## src/sv/tlgr_pkg.sv

```systemverilog
`default_nettype none

package tlgr_pkg;

    // Framebuffer geometry and line limits.
    localparam int PAGES      = 8;
    localparam int ROW_WIDTH  = 128;
    localparam int MAX_CHARS  = 32;

    // Character cell layout and printable code range.
    localparam int GLYPH_COLS    = 5;
    localparam int CELL_STEP     = GLYPH_COLS + 1;
    localparam int FIRST_CODE    = 32;
    localparam int LAST_CODE     = 126;
    localparam int FALLBACK_CODE = 63;

    // Command queue between the front and the back.
    localparam int QDEPTH = 2;
    localparam int QPTR_W = $clog2(QDEPTH);
    localparam int QCNT_W = $clog2(QDEPTH + 1);

    typedef enum logic {
        OP_BEGIN = 1'b0,
        OP_CHAR  = 1'b1
    } t_op;

    typedef enum logic [1:0] {
        K_WRITE  = 2'd0,
        K_CLEAR  = 2'd1,
        K_REJECT = 2'd2
    } t_kind;

    // One queued job: the back emits ncols results from it.
    typedef struct packed {
        t_kind      kind;
        logic [2:0] page;
        logic [6:0] column;
        logic [6:0] glyph;
        logic [2:0] ncols;
    } t_cmd;

    typedef struct packed {
        t_kind      kind;
        logic [2:0] page;
        logic [6:0] column;
        logic [7:0] pixels;
        logic       last;
    } t_result;

    // 5x7 font, one glyph per printable code, first column in the top byte.
    function automatic logic [39:0] font_row(input logic [6:0] idx);
        logic [39:0] r;
        unique case (idx)
            7'd0:  r = 40'h0000000000;
            7'd1:  r = 40'h00005F0000;
            7'd2:  r = 40'h0007000700;
            7'd3:  r = 40'h147F147F14;
            7'd4:  r = 40'h242A7F2A12;
            7'd5:  r = 40'h2313086462;
            7'd6:  r = 40'h3649552250;
            7'd7:  r = 40'h0005030000;
            7'd8:  r = 40'h001C224100;
            7'd9:  r = 40'h0041221C00;
            7'd10: r = 40'h14083E0814;
            7'd11: r = 40'h08083E0808;
            7'd12: r = 40'h0050300000;
            7'd13: r = 40'h0808080808;
            7'd14: r = 40'h0060600000;
            7'd15: r = 40'h2010080402;
            7'd16: r = 40'h3E5149453E;
            7'd17: r = 40'h00427F4000;
            7'd18: r = 40'h4261514946;
            7'd19: r = 40'h2141454B31;
            7'd20: r = 40'h1814127F10;
            7'd21: r = 40'h2745454539;
            7'd22: r = 40'h3C4A494930;
            7'd23: r = 40'h0171090503;
            7'd24: r = 40'h3649494936;
            7'd25: r = 40'h064949291E;
            7'd26: r = 40'h0036360000;
            7'd27: r = 40'h0056360000;
            7'd28: r = 40'h0814224100;
            7'd29: r = 40'h1414141414;
            7'd30: r = 40'h0041221408;
            7'd31: r = 40'h0201510906;
            7'd32: r = 40'h324979413E;
            7'd33: r = 40'h7E1111117E;
            7'd34: r = 40'h7F49494936;
            7'd35: r = 40'h3E41414122;
            7'd36: r = 40'h7F4141221C;
            7'd37: r = 40'h7F49494941;
            7'd38: r = 40'h7F09090901;
            7'd39: r = 40'h3E4149497A;
            7'd40: r = 40'h7F0808087F;
            7'd41: r = 40'h00417F4100;
            7'd42: r = 40'h2040413F01;
            7'd43: r = 40'h7F08142241;
            7'd44: r = 40'h7F40404040;
            7'd45: r = 40'h7F020C027F;
            7'd46: r = 40'h7F0408107F;
            7'd47: r = 40'h3E4141413E;
            7'd48: r = 40'h7F09090906;
            7'd49: r = 40'h3E4151215E;
            7'd50: r = 40'h7F09192946;
            7'd51: r = 40'h4649494931;
            7'd52: r = 40'h01017F0101;
            7'd53: r = 40'h3F4040403F;
            7'd54: r = 40'h1F2040201F;
            7'd55: r = 40'h3F4038403F;
            7'd56: r = 40'h6314081463;
            7'd57: r = 40'h0708700807;
            7'd58: r = 40'h6151494543;
            7'd59: r = 40'h007F414100;
            7'd60: r = 40'h0204081020;
            7'd61: r = 40'h0041417F00;
            7'd62: r = 40'h0402010204;
            7'd63: r = 40'h4040404040;
            7'd64: r = 40'h0001020400;
            7'd65: r = 40'h2054545478;
            7'd66: r = 40'h7F48444438;
            7'd67: r = 40'h3844444420;
            7'd68: r = 40'h384444487F;
            7'd69: r = 40'h3854545418;
            7'd70: r = 40'h087E090102;
            7'd71: r = 40'h081454543C;
            7'd72: r = 40'h7F08040478;
            7'd73: r = 40'h00447D4000;
            7'd74: r = 40'h2040443D00;
            7'd75: r = 40'h7F10284400;
            7'd76: r = 40'h00417F4000;
            7'd77: r = 40'h7C04180478;
            7'd78: r = 40'h7C08040478;
            7'd79: r = 40'h3844444438;
            7'd80: r = 40'h7C14141408;
            7'd81: r = 40'h081414187C;
            7'd82: r = 40'h7C08040408;
            7'd83: r = 40'h4854545420;
            7'd84: r = 40'h043F444020;
            7'd85: r = 40'h3C4040207C;
            7'd86: r = 40'h1C2040201C;
            7'd87: r = 40'h3C4030403C;
            7'd88: r = 40'h4428102844;
            7'd89: r = 40'h0C5050503C;
            7'd90: r = 40'h4464544C44;
            7'd91: r = 40'h0008364100;
            7'd92: r = 40'h00007F0000;
            7'd93: r = 40'h0041360800;
            7'd94: r = 40'h0804081008;
            default: r = 40'h0000000000;
        endcase
        return r;
    endfunction

endpackage

`default_nettype wire

```

## src/sv/tlgr_queue.sv

```systemverilog
`default_nettype none

module tlgr_queue
    import tlgr_pkg::*;
(
    input  logic i_clk,
    input  logic i_rst_n,
    input  logic i_push,
    input  t_cmd i_data,
    output logic o_full,
    output logic o_valid,
    input  logic i_pop,
    output t_cmd o_data
);

    t_cmd              r_mem [QDEPTH];
    logic [QPTR_W-1:0] r_wr, r_rd;
    logic [QCNT_W-1:0] r_count;
    logic              do_push, do_pop;

    assign o_full  = (r_count == QCNT_W'(QDEPTH));
    assign o_valid = (r_count != '0);
    assign o_data  = r_mem[r_rd];
    assign do_push = i_push && !o_full;
    assign do_pop  = i_pop && o_valid;

    always_ff @(posedge i_clk) begin
        if (do_push) begin
            r_mem[r_wr] <= i_data;
        end
    end

    always_ff @(posedge i_clk) begin
        if (!i_rst_n) begin
            r_wr    <= '0;
            r_rd    <= '0;
            r_count <= '0;
        end else begin
            if (do_push) begin
                r_wr <= (r_wr == QPTR_W'(QDEPTH - 1)) ? '0 : r_wr + QPTR_W'(1);
            end
            if (do_pop) begin
                r_rd <= (r_rd == QPTR_W'(QDEPTH - 1)) ? '0 : r_rd + QPTR_W'(1);
            end
            if (do_push && !do_pop) begin
                r_count <= r_count + QCNT_W'(1);
            end else if (do_pop && !do_push) begin
                r_count <= r_count - QCNT_W'(1);
            end
        end
    end

endmodule

`default_nettype wire

```

## config.mk

```make
export PLATFORM = sky130hd
export DESIGN_NAME = tlgr_queue
export DESIGN_NICKNAME = d
export VERILOG_FILES = /design/src/sv/tlgr_pkg.sv /design/src/sv/tlgr_queue.sv
export SDC_FILE = /design/constraint.sdc
export NUM_CORES = 1
export LEC_CHECK = 0
export BUFFER_PORTS_ARGS = -buffer_cell sky130_fd_sc_hd__buf_2
export CAP_MARGIN = 25
export CORE_AREA = 4 4 83 85
export DETAILED_ROUTE_END_ITERATION = 16
export DIE_AREA = 0 0 87 89
export SYNTH_ARGS = -nofsm -noshare
export SYNTH_HDL_FRONTEND = slang
export SYNTH_SLANG_ARGS = --single-unit
```

## constraint.sdc

```tcl
create_clock -name i_clk -period 2.11 [get_ports i_clk]
set_clock_uncertainty 0.2 [all_clocks]
set_input_delay 0.1055 -clock i_clk [delete_from_list [all_inputs] [get_ports i_clk]]
set_output_delay 0.1055 -clock i_clk [all_outputs]
set_load 0.02 [all_outputs]
```

==> summary.txt <==
Critical path
  – Startpoint types: register
  – Data required time of the critical path: 1800 ps
  – R2R setup slack: 310 ps
  – Worst Path Arrival: 1570 ps
  – Setup crit end kind: output port
  – R2R depth: 6
  – Worst setup path class: reg2out
  – Critical path peak fanout: 16

Routing
  – Vias per cell: 4.22
  – Avg WL per Cell: 13.3 microns
  – Final WL: 3370 microns
  – Residual DRC: 0
  – Pre-antenna DRT Iters: 3
  – Via count: 1,072
  – Drt initial violations: 37
  – Final ANT Viol Nets: 0

Clocking
  – Clk sinks: 49
  – CTS tree: yes
  – Htree depth: 2
  – CTS resizes: 0
  – Worst-Skew Late Latency: 280 ps
  – CTS max path bufs: 2
  – Worst-path clk slew: 80 ps
  – Total CTS buffers: 5
  – Root Buffer Master: clkbuf_8
  – Post-CTS Setup Inserts: 0

Global route
  – Vias in the first global route: 1,174
  – First-pass GRT wire length: 5510 microns
  – Residual overflow from global routing: 0
  – Initial antenna violation count: 0
  – GRT Util Overall: 9.54%
  – Largest net degree at the start of global routing: 17

Placement
  – PortBufs: 49
  – Placement Setup Slack: 318 ps
  – GPL Wtd Cong: 0.645
  – DP HPWL: 2410 microns

Timing
  – Rel. slew slack: 74.4%
  – Final Hold Vio Count: 0
  – Max Freq: 534 MHz
  – Final clock period utilization by the worst path: 88.8%
  – Setup violators final: 0
  – Setup TNS: 0 ps
  – Final Max Tran Viols: 0
  – RSZ-0062 raised after global routing: false
  – Final min period: 1870 ps
  – Tightest Pin Transition: 384 ps
  – Worst setup margin: 236 ps

Synth
  – Syn Area/Cell: 19.5 sq um
  – Netlist cell types: 21
  – Synth Warn #: 0
  – Mapped Nets: 120
  – Yosys reg bits: 49
  – Post-synthesis instance area: 0.00182 sq mm
  – Sequential area share after synthesis: 78.3%
  – Syn Inst Count: 93

Floorplanning
  – Row cnt: 29
  – Die area: 0.00774 sq mm
  – Chip width: 87 microns
  – Die H: 89 microns
  – Core Region: 0.00620 sq mm
  – Initial core utilization: 29.3%
  – # IOs: 50

Final layout
  – Total Nets Final: 203
  – Fillcell total: 600
  – Layout area overhead: 39.0%
  – Most frequent cells in the layout: 49 x buf_2, 44 x edfxtp_1, 24 x dlygate4sd3_1
  – Commonest non-fill, non-tap cell in the layout: buf_2
  – Share of layout cells above drive strength 1: 47.5%
  – Count of antenna diodes in the layout: 0

Worst hold path
  – Hold Crit Class: in2reg
  – Hold depth: 4

Run
  – Max_cap viols: 0

Pwr
  – IR drop worst, VDD: 0.474 mV
  – Pleak: 0.961 nW
  – PwrDens: 1070 mW/mm^2

Run status
  – Outcome: finished clean
path summary, 6_finish.rpt:
kind / startpoint / to
hold / removal: i_pop / register
setup / recovery: register / o_data[4]
hold reg to reg: r_count[1] / r_count[1]
setup reg to reg: r_count[0] / r_count[1]
layout make-up:
| type | instances | area, sq um | share of cell area (%) |
|---|---|---|---|
| sequential | 49 | 1420 | 56.3 |
| timing repair buffer | 78 | 536 | 21.2 |
| tap | 77 | 96.3 | 3.82 |
| multi-input combinational | 40 | 383 | 15.2 |
| clock buffer | 8 | 80.1 | 3.17 |
| inverter | 2 | 7.51 | 0.297 |
state kept, by name, summed over array words and instances (netlist names), named ones only:
signal	flops
r_mem	44
r_count	2
r_rd	1
r_wr	1
cells in the mapped netlist (all sizes together):
library cell	n	area, sq um
inv	2	7.50
and3	1	6.26
xnor2	2	17.5
nand2b	1	6.26
or3	1	6.26
a21boi	2	15.0
or2	1	6.26
mux2	22	248
edfxtp	44	1320
xor2	1	8.76
ha	1	12.5
nor2	1	3.75
o21ai	2	10.0
o21a	1	7.51
nor3	1	10.0
buf	2	10.0
and2	3	18.8
dfxtp	5	100
worst max-delay path: stages (launching register included):
cell,delay (ps)
dfxtp_1,560
buf_12,210
mux2_2,350
buf_2,160
report_power, final:
part | total [mW] | internal [mW] | leakage (nW) | switching, mW
combinational | 0.915 | 0.417 | 0.469 | 0.498
sequential | 1.29 | 1.22 | 0.452 | 0.0708
clock | 0.500 | 0.236 | 0.0395 | 0.264
total | 2.71 | 1.88 | 0.961 | 0.833
logic make-up after synthesis:
logic type | after synthesis | synth area share [%]
flops | 49 | 78.3
mux | 22 | 13.6
simple gates | 9 | 3.17
compound gates | 5 | 1.79
buf+inv | 4 | 0.964
xor+xnor | 3 | 1.45
fa+ha+maj | 1 | 0.689
metal layers:
metal | track usage, % | share of wire [%]
met4 | 3.40 | 0.80
met2 | 17.3 | 55
met1 | 10.2 | 38
met5 | 0 | 0
met3 | 3.50 | 6.0
metrics by stage:
| step | utilization, % | area, sq um | instances | hold WS (ps) | total power [mW] |
|---|---|---|---|---|---|
| 6_report | 40.7 | 2520 | 254 | 112 | 2.71 |
| 5_1_grt | 40.7 | 2520 | 254 | 128 | 2.89 |
| 3_3_place_gp | 35.5 | 2200 | 222 | 94.8 | 2.18 |
| 3_5_place_dp | 35.5 | 2200 | 222 | 96.8 | 2.22 |
| 2_1_floorplan | - | 1820 | 93 | 4.37 | 1.90 |
| 4_1_cts | 40.7 | 2520 | 254 | 106 | 2.77 |
repair_timing:
item	4_1_cts	5_1_grt
endpoints found under the hold margin	49	0
hold buffers	24	0
setup endpoints to repair	0	0
(Power assumes the default switching activity.)
