===== config.mk =====
export PLATFORM = sky130hd
export DESIGN_NAME = tlgr_front
export DESIGN_NICKNAME = d
export VERILOG_FILES = /design/src/sv/tlgr_pkg.sv /design/src/sv/tlgr_front.sv
export SDC_FILE = /design/constraint.sdc
export NUM_CORES = 1
export LEC_CHECK = 0
export BUFFER_PORTS_ARGS = -buffer_cell sky130_fd_sc_hd__buf_4
export CAP_MARGIN = 20
export CORE_MARGIN = 2
export CORE_UTILIZATION = 53
export DETAILED_ROUTE_END_ITERATION = 10
export PLACE_DENSITY = 0.93
export SLEW_MARGIN = 40
export SYNTH_ARGS = -nofsm -noshare
export SYNTH_HDL_FRONTEND = slang
export SYNTH_SLANG_ARGS = --single-unit

===== constraint.sdc =====
create_clock -name i_clk -period 6 [get_ports i_clk]
set_clock_uncertainty 0.15 [all_clocks]
set_input_delay 0.6 -clock i_clk [delete_from_list [all_inputs] [get_ports i_clk]]
set_output_delay 0.6 -clock i_clk [all_outputs]
set_load 0.005 [all_outputs]

===== src/sv/tlgr_pkg.sv =====
`default_nettype none

package tlgr_pkg;

    // Framebuffer geometry and line limits.
    localparam int PAGES      = 8;
    localparam int ROW_WIDTH  = 128;
    localparam int MAX_CHARS  = 32;

    // Character cell layout and printable code range.
    localparam int GLYPH_COLS    = 5;
    localparam int CELL_STEP     = GLYPH_COLS + 1;
    localparam int FIRST_CODE    = 32;
    localparam int LAST_CODE     = 126;
    localparam int FALLBACK_CODE = 63;

    // Command queue between the front and the back.
    localparam int QDEPTH = 2;
    localparam int QPTR_W = $clog2(QDEPTH);
    localparam int QCNT_W = $clog2(QDEPTH + 1);

    typedef enum logic {
        OP_BEGIN = 1'b0,
        OP_CHAR  = 1'b1
    } t_op;

    typedef enum logic [1:0] {
        K_WRITE  = 2'd0,
        K_CLEAR  = 2'd1,
        K_REJECT = 2'd2
    } t_kind;

    // One queued job: the back emits ncols results from it.
    typedef struct packed {
        t_kind      kind;
        logic [2:0] page;
        logic [6:0] column;
        logic [6:0] glyph;
        logic [2:0] ncols;
    } t_cmd;

    typedef struct packed {
        t_kind      kind;
        logic [2:0] page;
        logic [6:0] column;
        logic [7:0] pixels;
        logic       last;
    } t_result;

    // 5x7 font, one glyph per printable code, first column in the top byte.
    function automatic logic [39:0] font_row(input logic [6:0] idx);
        logic [39:0] r;
        unique case (idx)
            7'd0:  r = 40'h0000000000;
            7'd1:  r = 40'h00005F0000;
            7'd2:  r = 40'h0007000700;
            7'd3:  r = 40'h147F147F14;
            7'd4:  r = 40'h242A7F2A12;
            7'd5:  r = 40'h2313086462;
            7'd6:  r = 40'h3649552250;
            7'd7:  r = 40'h0005030000;
            7'd8:  r = 40'h001C224100;
            7'd9:  r = 40'h0041221C00;
            7'd10: r = 40'h14083E0814;
            7'd11: r = 40'h08083E0808;
            7'd12: r = 40'h0050300000;
            7'd13: r = 40'h0808080808;
            7'd14: r = 40'h0060600000;
            7'd15: r = 40'h2010080402;
            7'd16: r = 40'h3E5149453E;
            7'd17: r = 40'h00427F4000;
            7'd18: r = 40'h4261514946;
            7'd19: r = 40'h2141454B31;
            7'd20: r = 40'h1814127F10;
            7'd21: r = 40'h2745454539;
            7'd22: r = 40'h3C4A494930;
            7'd23: r = 40'h0171090503;
            7'd24: r = 40'h3649494936;
            7'd25: r = 40'h064949291E;
            7'd26: r = 40'h0036360000;
            7'd27: r = 40'h0056360000;
            7'd28: r = 40'h0814224100;
            7'd29: r = 40'h1414141414;
            7'd30: r = 40'h0041221408;
            7'd31: r = 40'h0201510906;
            7'd32: r = 40'h324979413E;
            7'd33: r = 40'h7E1111117E;
            7'd34: r = 40'h7F49494936;
            7'd35: r = 40'h3E41414122;
            7'd36: r = 40'h7F4141221C;
            7'd37: r = 40'h7F49494941;
            7'd38: r = 40'h7F09090901;
            7'd39: r = 40'h3E4149497A;
            7'd40: r = 40'h7F0808087F;
            7'd41: r = 40'h00417F4100;
            7'd42: r = 40'h2040413F01;
            7'd43: r = 40'h7F08142241;
            7'd44: r = 40'h7F40404040;
            7'd45: r = 40'h7F020C027F;
            7'd46: r = 40'h7F0408107F;
            7'd47: r = 40'h3E4141413E;
            7'd48: r = 40'h7F09090906;
            7'd49: r = 40'h3E4151215E;
            7'd50: r = 40'h7F09192946;
            7'd51: r = 40'h4649494931;
            7'd52: r = 40'h01017F0101;
            7'd53: r = 40'h3F4040403F;
            7'd54: r = 40'h1F2040201F;
            7'd55: r = 40'h3F4038403F;
            7'd56: r = 40'h6314081463;
            7'd57: r = 40'h0708700807;
            7'd58: r = 40'h6151494543;
            7'd59: r = 40'h007F414100;
            7'd60: r = 40'h0204081020;
            7'd61: r = 40'h0041417F00;
            7'd62: r = 40'h0402010204;
            7'd63: r = 40'h4040404040;
            7'd64: r = 40'h0001020400;
            7'd65: r = 40'h2054545478;
            7'd66: r = 40'h7F48444438;
            7'd67: r = 40'h3844444420;
            7'd68: r = 40'h384444487F;
            7'd69: r = 40'h3854545418;
            7'd70: r = 40'h087E090102;
            7'd71: r = 40'h081454543C;
            7'd72: r = 40'h7F08040478;
            7'd73: r = 40'h00447D4000;
            7'd74: r = 40'h2040443D00;
            7'd75: r = 40'h7F10284400;
            7'd76: r = 40'h00417F4000;
            7'd77: r = 40'h7C04180478;
            7'd78: r = 40'h7C08040478;
            7'd79: r = 40'h3844444438;
            7'd80: r = 40'h7C14141408;
            7'd81: r = 40'h081414187C;
            7'd82: r = 40'h7C08040408;
            7'd83: r = 40'h4854545420;
            7'd84: r = 40'h043F444020;
            7'd85: r = 40'h3C4040207C;
            7'd86: r = 40'h1C2040201C;
            7'd87: r = 40'h3C4030403C;
            7'd88: r = 40'h4428102844;
            7'd89: r = 40'h0C5050503C;
            7'd90: r = 40'h4464544C44;
            7'd91: r = 40'h0008364100;
            7'd92: r = 40'h00007F0000;
            7'd93: r = 40'h0041360800;
            7'd94: r = 40'h0804081008;
            default: r = 40'h0000000000;
        endcase
        return r;
    endfunction

endpackage

`default_nettype wire


===== src/sv/tlgr_front.sv =====
`default_nettype none

module tlgr_front
    import tlgr_pkg::*;
(
    input  logic       i_clk,
    input  logic       i_rst_n,
    input  logic       i_valid,
    input  logic       i_op,
    input  logic [7:0] i_line_page,
    input  logic [7:0] i_first_col,
    input  logic [7:0] i_char_code,
    input  logic       i_q_full,
    output logic       o_ready,
    output logic       o_push,
    output t_cmd       o_cmd
);

    logic       r_line_active, n_line_active;
    logic [2:0] r_page, n_page;
    logic [8:0] r_cell, n_cell;
    logic [5:0] r_chars, n_chars;
    logic       r_ended, n_ended;

    logic       accept;
    logic       bad_begin;
    logic       printable;
    logic [7:0] code_fixed;
    logic [8:0] room;

    assign o_ready = !i_q_full;
    assign accept  = i_valid && o_ready;

    assign bad_begin = (i_line_page >= 8'(PAGES)) || (i_first_col >= 8'(ROW_WIDTH));
    assign printable = (i_char_code >= 8'(FIRST_CODE)) && (i_char_code <= 8'(LAST_CODE));
    assign code_fixed = printable ? i_char_code : 8'(FALLBACK_CODE);
    // Columns left before the row end; at least one whenever a glyph is drawn.
    assign room = 9'(ROW_WIDTH) - r_cell;

    always_comb begin
        n_line_active = r_line_active;
        n_page        = r_page;
        n_cell        = r_cell;
        n_chars       = r_chars;
        n_ended       = r_ended;
        o_push        = 1'b0;
        o_cmd.kind    = K_WRITE;
        o_cmd.page    = r_page;
        o_cmd.column  = r_cell[6:0];
        o_cmd.glyph   = 7'(code_fixed - 8'(FIRST_CODE));
        o_cmd.ncols   = (room >= 9'(GLYPH_COLS)) ? 3'(GLYPH_COLS) : room[2:0];
        if (accept) begin
            if (i_op == OP_BEGIN) begin
                o_push       = 1'b1;
                o_cmd.ncols  = 3'd1;
                if (bad_begin) begin
                    n_line_active = 1'b0;
                    o_cmd.kind    = K_REJECT;
                    o_cmd.page    = 3'd0;
                    o_cmd.column  = 7'd0;
                end else begin
                    n_line_active = 1'b1;
                    n_page        = i_line_page[2:0];
                    n_cell        = {1'b0, i_first_col};
                    n_chars       = 6'd0;
                    n_ended       = 1'b0;
                    o_cmd.kind    = K_CLEAR;
                    o_cmd.page    = i_line_page[2:0];
                    o_cmd.column  = i_first_col[6:0];
                end
            end else if (r_line_active && !r_ended) begin
                if (i_char_code == 8'd0) begin
                    n_ended = 1'b1;
                end else if ((r_chars < 6'(MAX_CHARS)) && (r_cell < 9'(ROW_WIDTH))) begin
                    o_push  = 1'b1;
                    n_cell  = r_cell + 9'(CELL_STEP);
                    n_chars = r_chars + 6'd1;
                end
            end
        end
    end

    always_ff @(posedge i_clk) begin
        if (!i_rst_n) begin
            r_line_active <= 1'b0;
            r_page        <= 3'd0;
            r_cell        <= 9'd0;
            r_chars       <= 6'd0;
            r_ended       <= 1'b0;
        end else begin
            r_line_active <= n_line_active;
            r_page        <= n_page;
            r_cell        <= n_cell;
            r_chars       <= n_chars;
            r_ended       <= n_ended;
        end
    end

endmodule

`default_nettype wire


==> metrics <==
Die Height 57.2 um; Max-Slew Margin vs Limit 56.7%; Post-DP HPWL 2870 um; Initial Util 55.3%; Max-Cap Viols 0; R2R cell count 7; Hold Crit Class reg -> reg; final std cells w/o fill 285; CP Cell Sequence inv_1 -> ha_1 -> nor4b_2 -> a211o_1 -> a22oi_1 -> nand3_1 -> or3_1 -> buf_4; Avg Inst Size Synth 7.20 sq um; Critical Path Max Stage Delay 470 ps; post-synth cell types 49; CP required 5250 ps; routed wire length 3850 um; worst hold path endpoint r_ended; Core Area 0.00271 sq mm; Seq pwr share 52.0%; sw power 0.0631 mW; Clk Latency, worst-skew pair 310 ps; CTS tree done; PortBufs 52; post-synthesis sequential element count 20; Clock Tree Buf Depth 2; routability cong. 0.880; CP max stage cell dfxtp_1; Post-synth EDFFs 0; Int Pwr 0.193 mW; worst setup path category reg -> out; Synth Instances 208; Tcrit/Tclk final 53.7%; Seq/Total Area, Yosys 26.7%; initial drt markers 83; Resized cells post-CTS 0; count of pins over their slew limit 0; Hold Path Stages 2; ANT nets after route 0; placed cell area 0.00188 sq mm; P per Cell Area 133 mW/mm^2; final setup violation count 0; htree depth 1; status complete, no violations; Max FO, Critical Path 7; clk root buf clkbuf_4; Post-CTS Setup Repair Bufs 0; largest net degree at the start of global routing 26; Die W 57.2 um; CTS buffer count 3; Critical Path Sink Type output pin; Clock power frac 31.5%; CP top delay family simple AND/OR/NAND/NOR gates; area leader, netlist dfxtp_1; R2R Setup Slk 3600 ps; Most used DFF post-synth dfxtp_1; Lkg Pwr 0.796 nW; reg-to-reg critical path endpoint r_cell[1]; final setup margin 2780 ps; cell area after synthesis 0.00150 sq mm; DP Worst Slack 2990 ps; fmax 0.310 GHz; share of cells above drive strength 1 27.6%; async set-or-reset flop fraction in the synthesized netlist 0%; yosys warns 0; top cells by area, synth dfxtp_1 (27%), nand2_1 (9.5%), nand3_1 (4.3%); clk slew on worst S/H paths 120 ps; hold-fix buffers at CTS 0; startpoint type of the worst setup path register; die area 0.00327 sq mm; final net count 289; Synth top area share 26.7%; vias per cell 5.90; row count 19; Hold Crit Start r_ended; DR WL/cell 13.5 um; Worst Path Arrival 2470 ps; TNS Setup 0 ps; placed insts 281; initial antenna violation count 0; P&R area growth vs syn 28.0%; hold slack 307 ps; # clock sinks 20; switch share 24.7%; Top-Level Pins 53; vias in the first global route 1,524; worst vdd ir 0.163 mV; Ant. Diodes 0; combinational group share of total power 16.5%; CP bufs+invs 2; Final Hold Fails 0; routed via count 1,682; first-pass GRT wire length 6330 um; Least-Margin Pin Slew 648 ps; FF-to-FF Start r_cell[2]; design area 0.00192 sq mm; GRT overflow 0; Tot GR Track Use 23.7%; 1st-pass router iterations 4; RSZ-0062 raised after global routing no; Syn Nets 242; fin crit period 3220 ps; CP startpoint r_cell[2]; drt drc 0
cell usage after synthesis, types with 2 or more instances:
cell        n
a21boi_0    5
a22oi_1     2
o21ai_0    13
a211o_1     3
or2_2       5
nor2_1     16
nor3b_1     3
dfxtp_1    20
nand3b_1    2
nor3_1      2
or3_1       5
o2111ai_1   2
clkbuf_1    7
ha_1        5
a21oi_1    12
nor2b_1     2
nand3_1    13
nand2b_1    2
o21bai_1    2
and2_1      2
nor4_1      3
a31oi_1     2
nand2_1    38
inv_1      13
o31ai_1     3
o22ai_1     3
cell families (layout without fill, tap and decap cells):
| logic type | Yosys count | after routing | share of synthesized area, % |
|---|---|---|---|
| buf+inv | 23 | 69 | 6.35 |
| simple gates | 101 | 101 | 35.2 |
| xor+xnor | 1 | 1 | 0.585 |
| flops | 20 | 20 | 26.7 |
| fa+ha+maj | 5 | 5 | 4.18 |
| mux | 1 | 1 | 0.668 |
| compound gates | 57 | 57 | 26.3 |
worst min-delay path: cells and delay by family, from the launching register on:
family | cells | cell delay (ps)
buffers and inverters | 1 | 50
AO/OA/AOI/OAI | 1 | 50
flip-flops | 1 | 330
cell usage in the layout, fill, tap and decap left out, types with 5 or more instances in the layout:
| master | netlist | routed |
|---|---|---|
| buf_4 | 0 | 52 |
| o21ai_0 | 13 | 13 |
| a21oi_1 | 12 | 12 |
| inv_1 | 13 | 13 |
| nor2_1 | 16 | 16 |
| a21boi_0 | 5 | 5 |
| nand2_1 | 38 | 38 |
| nand3_1 | 13 | 13 |
| ha_1 | 5 | 5 |
| dfxtp_1 | 20 | 20 |
| or2_2 | 5 | 5 |
| or3_1 | 5 | 5 |
how the worst max path moves through the flow:
stage	end	slack, ps	cells past startpoint
floorplan	o_cmd[0]	3430	7
global placement	o_cmd[18]	3110	8
detailed placement	o_cmd[18]	2990	8
CTS	o_cmd[0]	2790	8
global route	o_cmd[0]	2600	8
finish	o_cmd[0]	2780	8
state kept, by name, summed over array words and instances (netlist names):
register       flops
r_ended            1
r_line_active      1
r_cell             9
r_page             3
r_chars            6
metrics by stage:
step	power [mW]	utilization, %
3_3_place_gp	0.177	69.4
6_report	0.256	70.7
2_1_floorplan	0.153	-
5_1_grt	0.265	70.7
4_1_cts	0.256	70.7
3_5_place_dp	0.178	69.4
layout make-up:
class	count	area [sq um]
clock buffers	4	36.3
fillers	228	793
flip-flops and latches	20	400
inverters	13	48.8
well taps	31	38.8
multi-input cells	165	1000
repair buffers	52	390
power by group through the flow:
stage	registers (mW)	logic, mW	clock network, mW
after floorplan	0.136	0.0168	0
after global placement	0.136	0.0412	0
after detailed placement	0.136	0.0419	0
after CTS	0.133	0.0420	0.0811
after global routing	0.133	0.0462	0.0855
final	0.133	0.0422	0.0806
metal layers:
layer	vias up	track usage, %	wire (um)
met5	-	0	0
met4	0	3.99	21
met3	4	5.90	288
met2	61	40.9	1880
met1	785	30.5	1660
li1	832	-	-
(Power assumes the default switching activity.)
